--- config.mk ---
export PLATFORM = sky130hd
export DESIGN_NAME = actuator_position_targeting
export DESIGN_NICKNAME = d
export VERILOG_FILES = /design/src/rtl/apt_pkg.sv /design/src/rtl/apt_ctrl.sv /design/src/rtl/apt_dp.sv /design/src/rtl/actuator_position_targeting.sv
export VERILOG_INCLUDE_DIRS = /design/src /design/src/rtl
export SDC_FILE = /design/constraint.sdc
export NUM_CORES = 1
export LEC_CHECK = 0
export BUFFER_PORTS_ARGS = -buffer_cell sky130_fd_sc_hd__buf_2
export CORE_UTILIZATION = 62
export CTS_CLUSTER_SIZE = 30
export DETAILED_ROUTE_END_ITERATION = 7
export HOLD_SLACK_MARGIN = 0.12
export PLACE_DENSITY = 0.79
export SYNTH_ARGS = -nofsm -noshare
export SYNTH_HDL_FRONTEND = slang
export SYNTH_SLANG_ARGS = --single-unit
--- constraint.sdc ---
create_clock -name aclk -period 17.61 [get_ports aclk]
set_clock_uncertainty 0.1 [all_clocks]
set_input_delay 3.522 -clock aclk [delete_from_list [all_inputs] [get_ports aclk]]
set_output_delay 3.522 -clock aclk [all_outputs]
set_load 0.01 [all_outputs]
--- src/rtl/actuator_position_targeting_assert.svh ---
// assertion macros for the actuator position targeting block
// expects aclk and aresetn in the scope of each use
`ifndef ACTUATOR_POSITION_TARGETING_ASSERT_SVH
`define ACTUATOR_POSITION_TARGETING_ASSERT_SVH

// same-cycle implication, checked out of reset
`define APT_ASSERT_NOW(lbl, ant, cons, msg) \
    lbl: assert property (@(posedge aclk) disable iff (!aresetn) (ant) |-> (cons)) \
        else $error(msg);

// next-cycle implication, checked out of reset
`define APT_ASSERT_NEXT(lbl, ant, cons, msg) \
    lbl: assert property (@(posedge aclk) disable iff (!aresetn) (ant) |=> (cons)) \
        else $error(msg);

`endif

--- src/rtl/apt_pkg.sv ---
// shared types and codes for the actuator position targeting block
// no dependencies
package apt_pkg;

    // default channel count
    localparam int CHANNELS_DEF = 8;

    // event kinds
    localparam logic [2:0] KIND_INIT   = 3'd0;
    localparam logic [2:0] KIND_REF    = 3'd1;
    localparam logic [2:0] KIND_LIMIT  = 3'd2;
    localparam logic [2:0] KIND_TARGET = 3'd3;
    localparam logic [2:0] KIND_IN_SW  = 3'd4;
    localparam logic [2:0] KIND_OUT_SW = 3'd5;
    localparam logic [2:0] KIND_TICK   = 3'd6;

    // move direction codes
    localparam logic [1:0] DIR_NONE = 2'd0;
    localparam logic [1:0] DIR_OUT  = 2'd1;
    localparam logic [1:0] DIR_IN   = 2'd3;

    // motor commands
    localparam logic [1:0] CMD_STOP = 2'd0;
    localparam logic [1:0] CMD_IN   = 2'd1;
    localparam logic [1:0] CMD_OUT  = 2'd2;

    // distance when there is no target to report
    localparam logic [15:0] NO_DIST   = 16'h7FFF;
    localparam logic [15:0] LIMIT_DEF = 16'h7FFF;

    typedef struct packed {
        logic [2:0]         kind;
        logic [3:0]         channel;
        logic signed [15:0] value;
        logic [15:0]        adc_sample;
        logic               motor_on;
    } apt_in_t;

    typedef struct packed {
        logic [1:0]         command;
        logic signed [15:0] distance;
        logic signed [15:0] position;
        logic               is_referenced;
        logic               is_moving;
    } apt_out_t;

    // controller to datapath commands
    typedef struct packed {
        logic load;
        logic commit;
    } apt_cmd_t;

endpackage

--- src/rtl/apt_ctrl.sv ---
// handshake controller: accepts an item, runs one execute step, holds the result
// depends on apt_pkg and actuator_position_targeting_assert.svh
`include "actuator_position_targeting_assert.svh"

module apt_ctrl (
    input  logic              aclk,
    input  logic              aresetn,
    input  logic              s_valid,
    output logic              s_ready,
    output logic              m_valid,
    input  logic              m_ready,
    output apt_pkg::apt_cmd_t cmd
);
    import apt_pkg::*;

    typedef enum logic {
        ST_IDLE,
        ST_EXEC
    } state_t;

    state_t state_reg, state_next;
    logic   m_valid_reg, m_valid_next;
    logic   out_free;

    // output slot is free when empty or being drained this cycle
    assign out_free   = !m_valid_reg || m_ready;
    assign s_ready    = (state_reg == ST_IDLE);
    assign cmd.load   = s_valid && (state_reg == ST_IDLE);
    assign cmd.commit = (state_reg == ST_EXEC) && out_free;
    assign m_valid    = m_valid_reg;

    // next state and result valid
    always_comb begin
        state_next = state_reg;
        case (state_reg)
            ST_IDLE: begin
                if (s_valid) begin
                    state_next = ST_EXEC;
                end
            end
            ST_EXEC: begin
                if (out_free) begin
                    state_next = ST_IDLE;
                end
            end
            default: state_next = ST_IDLE;
        endcase
        if (cmd.commit) begin
            m_valid_next = 1'b1;
        end else if (m_ready) begin
            m_valid_next = 1'b0;
        end else begin
            m_valid_next = m_valid_reg;
        end
    end

    // state and registered outputs
    always_ff @(posedge aclk) begin
        if (!aresetn) begin
            state_reg   <= ST_IDLE;
            m_valid_reg <= 1'b0;
        end else begin
            state_reg   <= state_next;
            m_valid_reg <= m_valid_next;
        end
    end

    // checks
    `APT_ASSERT_NOW(a_commit_free, cmd.commit, !m_valid_reg || m_ready, "commit into busy output")
    `APT_ASSERT_NEXT(a_accept_exec, s_valid && s_ready, !s_ready, "accepted item not executed")
    `APT_ASSERT_NEXT(a_commit_valid, cmd.commit, m_valid, "committed item has no result")
    `APT_ASSERT_NOW(a_load_commit, cmd.load, !cmd.commit, "load and commit together")

endmodule

--- src/rtl/apt_dp.sv ---
// datapath: item register, per-channel tracking state, event logic, result register
// depends on apt_pkg
module apt_dp #(
    parameter int CHANNELS = apt_pkg::CHANNELS_DEF
) (
    input  logic              aclk,
    input  logic              aresetn,
    input  apt_pkg::apt_cmd_t cmd,
    input  apt_pkg::apt_in_t  s_data,
    output apt_pkg::apt_out_t m_data
);
    import apt_pkg::*;

    localparam int IDX_W = (CHANNELS > 1) ? $clog2(CHANNELS) : 1;

    apt_in_t  item_reg;
    apt_out_t res_reg, res_next;

    // per-channel state
    logic [15:0] pos_reg    [CHANNELS];
    logic        ref_reg    [CHANNELS];
    logic        act_reg    [CHANNELS];
    logic [15:0] ctgt_reg   [CHANNELS];
    logic [1:0]  cdir_reg   [CHANNELS];
    logic        csw_reg    [CHANNELS];
    logic [15:0] ltgt_reg   [CHANNELS];
    logic [1:0]  ldir_reg   [CHANNELS];
    logic        lsw_reg    [CHANNELS];
    logic [15:0] band_reg   [CHANNELS];
    logic [15:0] lim_reg    [CHANNELS];
    logic [15:0] pz_reg     [CHANNELS];

    logic [IDX_W-1:0] idx;
    logic             in_range;

    logic [15:0] pos_next, ctgt_next, ltgt_next, band_next, lim_next, pz_next;
    logic        ref_next, act_next, csw_next, lsw_next;
    logic [1:0]  cdir_next, ldir_next;
    logic [1:0]  command;
    logic [15:0] dist_val;
    logic [15:0] sw_tgt;
    logic signed [17:0] t_ext, win_lo, win_hi;

    assign idx      = item_reg.channel[IDX_W-1:0];
    assign in_range = ({1'b0, item_reg.channel} < 5'(CHANNELS));

    // deadband window, full precision
    assign t_ext  = 18'(item_reg.value);
    assign win_lo = 18'($signed(pos_reg[idx])) - 18'($signed(band_reg[idx]));
    assign win_hi = 18'($signed(pos_reg[idx])) + 18'($signed(band_reg[idx]));
    assign sw_tgt = (item_reg.kind == KIND_IN_SW) ? 16'd0 : lim_reg[idx];

    // event logic for the addressed channel
    always_comb begin
        pos_next  = pos_reg[idx];
        ref_next  = ref_reg[idx];
        act_next  = act_reg[idx];
        ctgt_next = ctgt_reg[idx];
        cdir_next = cdir_reg[idx];
        csw_next  = csw_reg[idx];
        ltgt_next = ltgt_reg[idx];
        ldir_next = ldir_reg[idx];
        lsw_next  = lsw_reg[idx];
        band_next = band_reg[idx];
        lim_next  = lim_reg[idx];
        pz_next   = pz_reg[idx];
        command   = CMD_STOP;
        dist_val  = NO_DIST;
        case (item_reg.kind)
            KIND_INIT: begin
                band_next = item_reg.value;
                ctgt_next = 16'd0;
                cdir_next = DIR_NONE;
                csw_next  = 1'b0;
                act_next  = 1'b0;
                ref_next  = 1'b0;
            end
            KIND_REF: begin
                pos_next = 16'd0;
                pz_next  = item_reg.adc_sample;
                ref_next = 1'b1;
            end
            KIND_LIMIT: begin
                if (ref_reg[idx]) begin
                    lim_next = pos_reg[idx];
                end
            end
            KIND_TARGET: begin
                if (ref_reg[idx]) begin
                    if (t_ext < win_lo) begin
                        command   = CMD_IN;
                        ltgt_next = item_reg.value;
                        ldir_next = DIR_IN;
                        lsw_next  = 1'b0;
                    end else if (t_ext > win_hi) begin
                        command   = CMD_OUT;
                        ltgt_next = item_reg.value;
                        ldir_next = DIR_OUT;
                        lsw_next  = 1'b0;
                    end
                end
            end
            KIND_IN_SW, KIND_OUT_SW: begin
                if (cdir_reg[idx] == DIR_IN) begin
                    ctgt_next = sw_tgt;
                    csw_next  = 1'b1;
                end else begin
                    ltgt_next = sw_tgt;
                    ldir_next = (item_reg.kind == KIND_IN_SW) ? DIR_IN : DIR_OUT;
                    lsw_next  = 1'b1;
                end
            end
            KIND_TICK: begin
                if (ref_reg[idx]) begin
                    // adopt latch on motor start, drop target on stop
                    if (item_reg.motor_on && !act_reg[idx]) begin
                        ctgt_next = ltgt_reg[idx];
                        cdir_next = ldir_reg[idx];
                        csw_next  = lsw_reg[idx];
                        act_next  = 1'b1;
                    end else if (!item_reg.motor_on && act_reg[idx]) begin
                        cdir_next = DIR_NONE;
                        csw_next  = 1'b0;
                        act_next  = 1'b0;
                    end
                    pos_next = item_reg.adc_sample - pz_reg[idx];
                    if (act_next) begin
                        if (cdir_next == DIR_IN) begin
                            dist_val = pos_next - ctgt_next;
                        end else if (cdir_next == DIR_OUT) begin
                            dist_val = ctgt_next - pos_next;
                        end
                        // passed a switch target
                        if (($signed(dist_val) <= 16'sd0) && csw_next) begin
                            dist_val = NO_DIST;
                        end
                    end
                end
            end
            default: begin
            end
        endcase

        if (in_range) begin
            res_next.command       = command;
            res_next.distance      = dist_val;
            res_next.position      = pos_next;
            res_next.is_referenced = ref_next;
            res_next.is_moving     = act_next;
        end else begin
            res_next.command       = CMD_STOP;
            res_next.distance      = NO_DIST;
            res_next.position      = 16'sd0;
            res_next.is_referenced = 1'b0;
            res_next.is_moving     = 1'b0;
        end
    end

    // item and result registers
    always_ff @(posedge aclk) begin
        if (cmd.load) begin
            item_reg <= s_data;
        end
        if (cmd.commit) begin
            res_reg <= res_next;
        end
    end

    // channel state update
    always_ff @(posedge aclk) begin
        if (!aresetn) begin
            for (int i = 0; i < CHANNELS; i++) begin
                pos_reg[i]  <= 16'd0;
                ref_reg[i]  <= 1'b0;
                act_reg[i]  <= 1'b0;
                ctgt_reg[i] <= 16'd0;
                cdir_reg[i] <= DIR_NONE;
                csw_reg[i]  <= 1'b0;
                ltgt_reg[i] <= 16'd0;
                ldir_reg[i] <= DIR_NONE;
                lsw_reg[i]  <= 1'b0;
                band_reg[i] <= 16'd0;
                lim_reg[i]  <= LIMIT_DEF;
                pz_reg[i]   <= 16'd0;
            end
        end else if (cmd.commit && in_range) begin
            pos_reg[idx]  <= pos_next;
            ref_reg[idx]  <= ref_next;
            act_reg[idx]  <= act_next;
            ctgt_reg[idx] <= ctgt_next;
            cdir_reg[idx] <= cdir_next;
            csw_reg[idx]  <= csw_next;
            ltgt_reg[idx] <= ltgt_next;
            ldir_reg[idx] <= ldir_next;
            lsw_reg[idx]  <= lsw_next;
            band_reg[idx] <= band_next;
            lim_reg[idx]  <= lim_next;
            pz_reg[idx]   <= pz_next;
        end
    end

    assign m_data = res_reg;

endmodule

--- src/rtl/actuator_position_targeting.sv ---
// flow: an accepted item is held in the item register, then executed into the result register
// a new item is taken only once the current one is executed, set by the controller's accept then execute
// sequence; the execute step waits while an earlier result is not yet taken
// reset: synchronous, active low; every channel returns at once to zero state
// with the out limit at 32767, no clearing pass
// top level: joins the controller and the datapath; depends on apt_pkg
module actuator_position_targeting #(
    parameter int CHANNELS = apt_pkg::CHANNELS_DEF
) (
    input  logic              aclk,
    input  logic              aresetn,
    input  logic              s_valid,
    output logic              s_ready,
    input  apt_pkg::apt_in_t  s_data,
    output logic              m_valid,
    input  logic              m_ready,
    output apt_pkg::apt_out_t m_data
);
    import apt_pkg::*;

    apt_cmd_t cmd;

    // handshake controller
    apt_ctrl u_ctrl (
        .aclk    (aclk),
        .aresetn (aresetn),
        .s_valid (s_valid),
        .s_ready (s_ready),
        .m_valid (m_valid),
        .m_ready (m_ready),
        .cmd     (cmd)
    );

    // tracking datapath
    apt_dp #(
        .CHANNELS (CHANNELS)
    ) u_dp (
        .aclk    (aclk),
        .aresetn (aresetn),
        .cmd     (cmd),
        .s_data  (s_data),
        .m_data  (m_data)
    );

endmodule

Word level (Yosys, flattened, before mapping). Memories as Yosys holds them, arrays and structs flattened. A register that Yosys moved wholly into a read port is not among the register bits. Cells that the tools add are included.

Add/subtract/negate cells: 5. $lt $le $gt $ge: 4. Eq/ne operators: 9. Mux-type cells: 113. Bitwise logic cells: 6. Reduce and logical (&&, ||, !) cells: 28.

Operator list (number): two-way mux 16 bit (26); OR reduction 16 bit (6); two-way mux 3 bit (24); case mux 16 bit (2 select lines) (2); case mux 16 bit (3 select lines) (1); subtractor 16 bit (3); two-way mux 1 bit (40); two-way mux 2 bit (13); adder 16 x 16 -> 17 bit (1); > comparator 16 x 17 -> 1 bit (1); < comparator 16 x 17 -> 1 bit (1); subtractor 16 x 16 -> 17 bit (1); <= comparator 16 x 1 -> 1 bit (second input constant) (1); == test 3 bit (second input constant) (3); case mux 1 bit (2 select lines) (4); case mux 2 bit (2 select lines) (2); == test 3 x 2 -> 1 bit (second input constant) (2); logical AND 1 bit (6); inverter 1 bit (6); OR reduction 2 bit (3); OR reduction 5 bit (1); == test 2 bit (second input constant) (2); < comparator 4 bit (second input constant) (1); OR reduction 1 bit (4); other kinds (9) (11).

Register bits: 78. Memory bits (writable): 832. Input port bits: 44. Output and inout port bits: 38. Word-level logic and storage cells: 190. Memories: 12.

Memory list: u_dp.band_reg (words 8, bits a word 16, rd ports 1, clocked after memory_dff 1, write ports 8, line apt_dp.sv:29) `logic [15:0] band_reg [CHANNELS];`; u_dp.ctgt_reg (words 8, bits a word 16, rd ports 1, clocked after memory_dff 1, write ports 8, line apt_dp.sv:23) `logic [15:0] ctgt_reg [CHANNELS];`; u_dp.lim_reg (words 8, bits a word 16, rd ports 1, clocked after memory_dff 1, write ports 8, line apt_dp.sv:30) `logic [15:0] lim_reg [CHANNELS];`; u_dp.ltgt_reg (words 8, bits a word 16, rd ports 1, clocked after memory_dff 1, write ports 8, line apt_dp.sv:26) `logic [15:0] ltgt_reg [CHANNELS];`; u_dp.pos_reg (words 8, bits a word 16, rd ports 1, clocked after memory_dff 1, write ports 8, line apt_dp.sv:20) `logic [15:0] pos_reg [CHANNELS];`; u_dp.pz_reg (words 8, bits a word 16, rd ports 1, clocked after memory_dff 1, write ports 8, line apt_dp.sv:31) `logic [15:0] pz_reg [CHANNELS];`; +6 memories.

Longest topological paths before layout. Gate-level depths: netlist of the first run.

Word-level depth: 15. Mapped depth: 34. Gate-level depth less buffers: 26.

By module. A second synthesis of the first run with hierarchy kept.

Cells, all modules: 3241. Area total of the unflattened synthesis: 43945.9 um2.

Modules (own cells, without submodules): apt_dp (times used 1, cells an instance 3231, area each 43835.8 um2); apt_ctrl (times used 1, cells an instance 10, area each 110.1 um2).

Least setup slack after synthesis of the first run. No wires, ideal clock.

Path kind: input -> register. Start point: in m_ready. End point: mem u_dp.band_reg[1][0], enable pin. Library setup time: 0.462 ns. Data arrival time: 8.086 ns. Required time: 17.048 ns. Setup slack: 8.962 ns. Cell stages on the path: 9. Cell sequence: nand2b_1 and2_1 nand3b_1 or2_2 or3_1 clkbuf_1 clkbuf_1 buf_1 nand2_1.

RTL lines: from (decl) (line actuator_position_targeting.sv:16) `input logic m_ready,`; to (decl) (line apt_dp.sv:29).

==> summary.txt, run 1 <==
Floorplan
  – Die area: 0.0718 mm2
  – # rows: 97
  – I/O pins: 82
  – Initial Utilization: 0.626
  – Die height: 268 um
  – Core Footprint: 0.0700 mm2
  – Die W: 268 um

Placement
  – RD Place Congestion: a little under 1
  – IO Port Bufs: 81
  – Placed cell count: ~4200
  – DP Area: around 0.045 mm2
  – DPL Wire Length: 77200 um

Routing
  – Vias/cell: 6.79
  – Detail Route Antenna Nets: 0
  – Number of DRC markers in iteration 0: 4182
  – # DRC: 0
  – Vias post-DR: 29800
  – Final WL: 128000 um
  – TritonRoute pass-1 iters: 6
  – WL per Instance: just under 30 um

Global routing
  – First-pass GRT wire length: 187000 um
  – Initial antenna violation count: 5
  – Total gr overflow: 0
  – Pin count of the biggest net entering global routing: 86
  – Global Route Usage Sum: 0.361
  – Vias in the first global route: 29800

Timing
  – Tmin final: between 8000 and 9000 ps
  – Relative slew slack: 0.0508
  – Hold Fails Final Rpt: 0
  – Max Clock Freq: between 100 and 150 MHz
  – Tcrit/Tclk final: 0.489
  – Fin Setup TNS: 0 ps
  – RSZ-0062 raised after global routing: false
  – Actual slew at the worst max-slew pin: 1420 ps
  – Final-report setup violation count: 0
  – Slew Limit Fails: 0

Logic synthesis
  – Post-synth ARST share: 0
  – Most used DFF post-synth: edfxtp_1
  – Post-synthesis instance area: roughly 0.044 mm2
  – Synth area leaders: edfxtp_1 60%, mux4_2 11%, nor2_1 6.6%
  – Sequential cell area fraction in the yosys report: 0.617
  – Mapped Cells: 3331
  – Synth Area per Inst: 13.2 um2
  – Synth top area share: 0.600
  – #FFs+latches synth: 913
  – Syn_nets: roughly 3500
  – Area leader, netlist: edfxtp_1
  – EDFF count, synth: 876
  – Unique masters post-synth: 87
  – Ys Warns: 0

Final layout
  – Layout cells sized above 1: 0.169
  – Commonest non-fill, non-tap cell in the layout: edfxtp_1
  – Most frequent cells in the layout: 876 x edfxtp_1, 772 x nor2_1, 219 x nand2_1
  – Final nets: 3525
  – Final core utilization: 0.689
  – Area growth from synthesis to layout: 9.97%
  – Final instance area: 0.0482 mm2
  – Layout fillers: 4717
  – Final instance count without filler cells: between 4000 and 5000

Clocking
  – CTS sink count: 913
  – Postcts setup bufs: 0
  – H-tree levels: 3
  – CTS Buf Count: 92
  – Post-cts resize count: 0
  – CTS Hold Bufs: 0
  – Clock Pin Slew Worst Setup and Hold Paths: around 60 ps
  – Clock Tree Root: clkbuf_16
  – Buffer depth of the longest clock path: 3
  – TritonCTS clock tree: built
  – Worst skew pair latency: 670 ps

Worst setup path
  – Worst EP required: about 18000 ps
  – Nature of the critical path endpoint: register
  – Critical Path Fanout Max: 40
  – Setup CP Type: reg2reg
  – Worst Setup Start Kind: register
  – Worst Path Arrival: just under 9000 ps

Run
  – MaxCap Viol Count: 0

Pwr
  – Design Power: 5.79 mW
  – IR drop worst, VDD: around 0.098 mV
  – Pleak: between 15 and 20 nW
  – PwrDens: 120 mW/mm2

Hold path
  – Worst Hold Class: reg2reg

Run status
  – Status: completed
-- path summary, 6_finish.rpt --
kind / from / end / slack, ps / cells after the start
min reg2reg: u_dp.act_reg[2] / u_dp.act_reg[2] / 370 / 2
min: u_dp.act_reg[2] / u_dp.act_reg[2] / 370 / 2
max reg2reg: register / u_dp.ltgt_reg[1][8] / 8990 / 27
max: register / u_dp.ltgt_reg[1][8] / 8990 / 27
-- through the flow --
stage / hold slack, ps / setup slack [ps]
finish: 374 / 8990
global route: 397 / 8420
CTS: 376 / 8960
detailed placement: 361 / 8980
global placement: 347 / 9240
floorplan: 338 / 8960
-- layer usage --
layer	global-route usage	vias up	part of all wire
met5	0	-	0.00031
met4	0.175	6	0.051
met3	0.0958	416	0.13
met2	0.556	2225	0.46
met1	0.482	14800	0.36
li1	-	12400	-
-- layout make-up --
class | instances | area (um2) | share of cell area
inverter | 102 | 383 | 0.00794
sequential | 913 | 27100 | 0.561
clock buffer | 115 | 2430 | 0.0504
antenna | 2 | 5.00 | 0.000104
clock inverter | 55 | 561 | 0.0116
multi-input combinational | 2115 | 15700 | 0.326
tap | 940 | 1180 | 0.0244
timing repair buffer | 144 | 891 | 0.0185
-- synthesized netlist by cell type, types with 10 or more instances --
cell type	count
buf_2	29
nor2_1	774
a21oi_1	78
a222oi_1	15
xor2_1	19
nand3_1	68
a21o_1	20
o21ai_0	90
dfxtp_1	37
nor3_1	15
mux4_2	206
nand2b_1	26
o21a_1	12
inv_1	100
edfxtp_1	876
nand2_1	231
buf_1	14
o21bai_1	11
mux2_2	39
o21ai_1	75
a31oi_1	10
xnor2_1	39
mux2i_1	97
nand4_1	10
ha_1	108
nor2b_1	25
clkbuf_1	143
-- worst max-delay path, stage by stage (launching register included) --
cell and delay, ps:
dfxtp_4 680, buf_4 570, buf_4 740, mux4_2 600, mux2i_1 140, buf_4 200
inv_1 130, fa_1 460, a21o_1 170, a21oi_1 220, o21bai_1 90, a21oi_1 250
nor2b_1 80, o21a_1 190, o31a_1 270, o41ai_1 640, o21bai_1 130, a21oi_1 200
xnor2_1 140, ha_1 260, a21o_1 180, nand2_1 60, a31oi_1 120, a211o_1 300
a21oi_2 150, buf_4 410, mux2i_1 650, nor2_1 130
-- logic make-up after synthesis --
logic type,share of synthesized area
buf+inv,0.0287
xor+xnor,0.0120
compound gates,0.0580
fa+ha+maj,0.0331
mux,0.138
flops,0.617
simple gates,0.113
-- where the power goes --
group	leakage [nW]	internal, mW	switching, mW
logic	6.59	0.481	0.844
clock network	1.45	1.13	0.838
registers	8.81	2.45	0.0443
Power figures use the tool's default switching activity.
==> run 2: changes to the inputs <==
clock period = 8.9 ns   (was 17.61 ns; I/O delays follow)
==> summary.txt, run 2 (synthesis gave the netlist of run 1 again) <==
Clocking
  – CTS sink count: 913
  – TritonCTS clock tree: built
  – H-tree levels: 3
  – CTS Hold Bufs: 0
  – Worst skew pair latency: 680 ps
  – Postcts setup bufs: 0
  – Clock Pin Slew Worst Setup and Hold Paths: approximately 60 ps
  – CTS Buf Count: 92
  – Clock Tree Root: clkbuf_16
  – Post-cts resize count: 0
  – Buffer depth of the longest clock path: 3

Worst setup path
  – Worst Setup Start Kind: register
  – Reg2reg end: u_dp.ltgt_reg[5][15]
  – R2R Setup Slk: about 1200 ps
  – Setup CP Type: reg2reg
  – Worst EP required: 9160 ps
  – Critical Path Fanout Max: 65
  – R2R depth: 25
  – Nature of the critical path endpoint: register
  – Worst Path Arrival: around 7900 ps

Timing
  – Relative slew slack: 0.152
  – Tmin final: 7660 ps
  – Final WS setup: 1240 ps
  – Actual slew at the worst max-slew pin: 1270 ps
  – RSZ-0062 raised after global routing: false
  – Slew Limit Fails: 0
  – Hold Fails Final Rpt: 0
  – Fin Setup TNS: 0 ps
  – Max Clock Freq: roughly 130 MHz
  – Tcrit/Tclk final: 0.860
  – Final-report setup violation count: 0

Pwr
  – PwrDens: 236 mW/mm2
  – IR drop worst, VDD: 0.229 mV
  – Pleak: about 17 nW

Routing
  – Met3 Wirelength: 17700 um
  – Top Metal Used: met5
  – # DRC: 0
  – Vias/cell: 6.77
  – Number of DRC markers in iteration 0: 4375
  – Detail Route Antenna Nets: 0
  – WL met2: 59300 um
  – WL per Instance: 29.2 um
  – Met1 WL: approximately 45000 um
  – Vias post-DR: 29700
  – Final WL: 128000 um
  – TritonRoute pass-1 iters: 8

Placement
  – DP Area: between 0.04 and 0.05 mm2
  – RD Place Congestion: 0.973
  – IO Port Bufs: 81
  – Place WS: 1370 ps
  – DPL Wire Length: 77500 um

Floorplan
  – I/O pins: 82
  – Die area: 0.0718 mm2
  – Initial Utilization: 0.626
  – Die W: roughly 270 um
  – Die height: 268 um
  – # rows: 97
  – Core Footprint: roughly 0.070 mm2

Run
  – MaxCap Viol Count: 0

Global routing
  – Pin count of the biggest net entering global routing: 82
  – Vias in the first global route: about 29000
  – Global Route Usage Sum: 0.361
  – Initial antenna violation count: 1
  – First-pass GRT wire length: 186000 um
  – Total gr overflow: 0

Hold path
  – WHS Endpoint: u_dp.lsw_reg[5]
  – WHS Path Cells: 2
  – Worst Hold Class: reg2reg
  – Min-delay src: u_dp.lsw_reg[5]

Final layout
  – Most frequent cells in the layout: 876 x edfxtp_1, 768 x nor2_1, 219 x nand2_1
  – Commonest non-fill, non-tap cell in the layout: edfxtp_1
  – Final instance area: 0.0483 mm2
  – Layout cells sized above 1: 0.171
  – Final nets: 3527
  – Area growth from synthesis to layout: 10.1%

Run status
  – Status: completed
run 2: worst max-delay path, cell delays in order (launching register included):
cell and delay, ps:
dfxtp_4 830, buf_12 470, mux4_2 580, mux2i_1 340, inv_1 150, ha_1 400, a21oi_1 80, o21ai_0 180
a21oi_1 100, nor2_1 160, o21ai_0 140, a31o_2 280, o41a_1 360, a221oi_1 390, o21a_1 160, a21oi_1 40
ha_1 310, nand4_1 100, nor4_1 350, a221oi_2 110, nor2b_1 150, a21boi_2 160, nor2_1 240, a21boi_0 150
o31ai_1 780, a21oi_1 180
run 2: cell type report:
class,count,area (um2)
flip-flops and latches,913,27100
fillers,4681,21700
multi-input cells,2115,15700
clock buffers,120,2530
well taps,940,1180
repair buffers,146,981
clock inverters,50,425
inverters,102,383
diodes,1,2.50
run 2: worst max-delay path by stage:
stage                      endpoint  slack (ps)  depth (start not counted)
2_1_floorplan  u_dp.ltgt_reg[0][10]        1440                         34
3_3_place_gp   u_dp.ltgt_reg[2][15]        1450                         25
3_5_place_dp   u_dp.ltgt_reg[0][11]        1370                         26
4_1_cts        u_dp.ltgt_reg[5][15]        1270                         25
5_1_grt        u_dp.ltgt_reg[5][15]         760                         25
6_report       u_dp.ltgt_reg[5][15]        1240                         25
run 2: where the power goes:
group          total [mW]  internal [mW]  switching, mW
clock                3.81           2.14           1.67
sequential           4.94           4.85         0.0941
combinational        2.64          0.957           1.68
run 2: per-layer routing:
metal	global-route usage	vias up
met1	0.469	14600
met3	0.102	420
met5	0	-
met2	0.563	2299
li1	-	12400
met4	0.174	4
run 2: metrics by stage:
| stage | utilization | instances | power (mW) | hold slack [ps] |
|---|---|---|---|---|
| after floorplan | - | 3331 | 6.82 | 338 |
| after global placement | 0.647 | 4215 | 7.51 | 348 |
| after detailed placement | 0.647 | 4215 | 7.57 | 361 |
| after CTS | 0.689 | 4385 | 11.3 | 375 |
| after global routing | 0.689 | 4386 | 11.7 | 392 |
| final | 0.689 | 4387 | 11.4 | 374 |
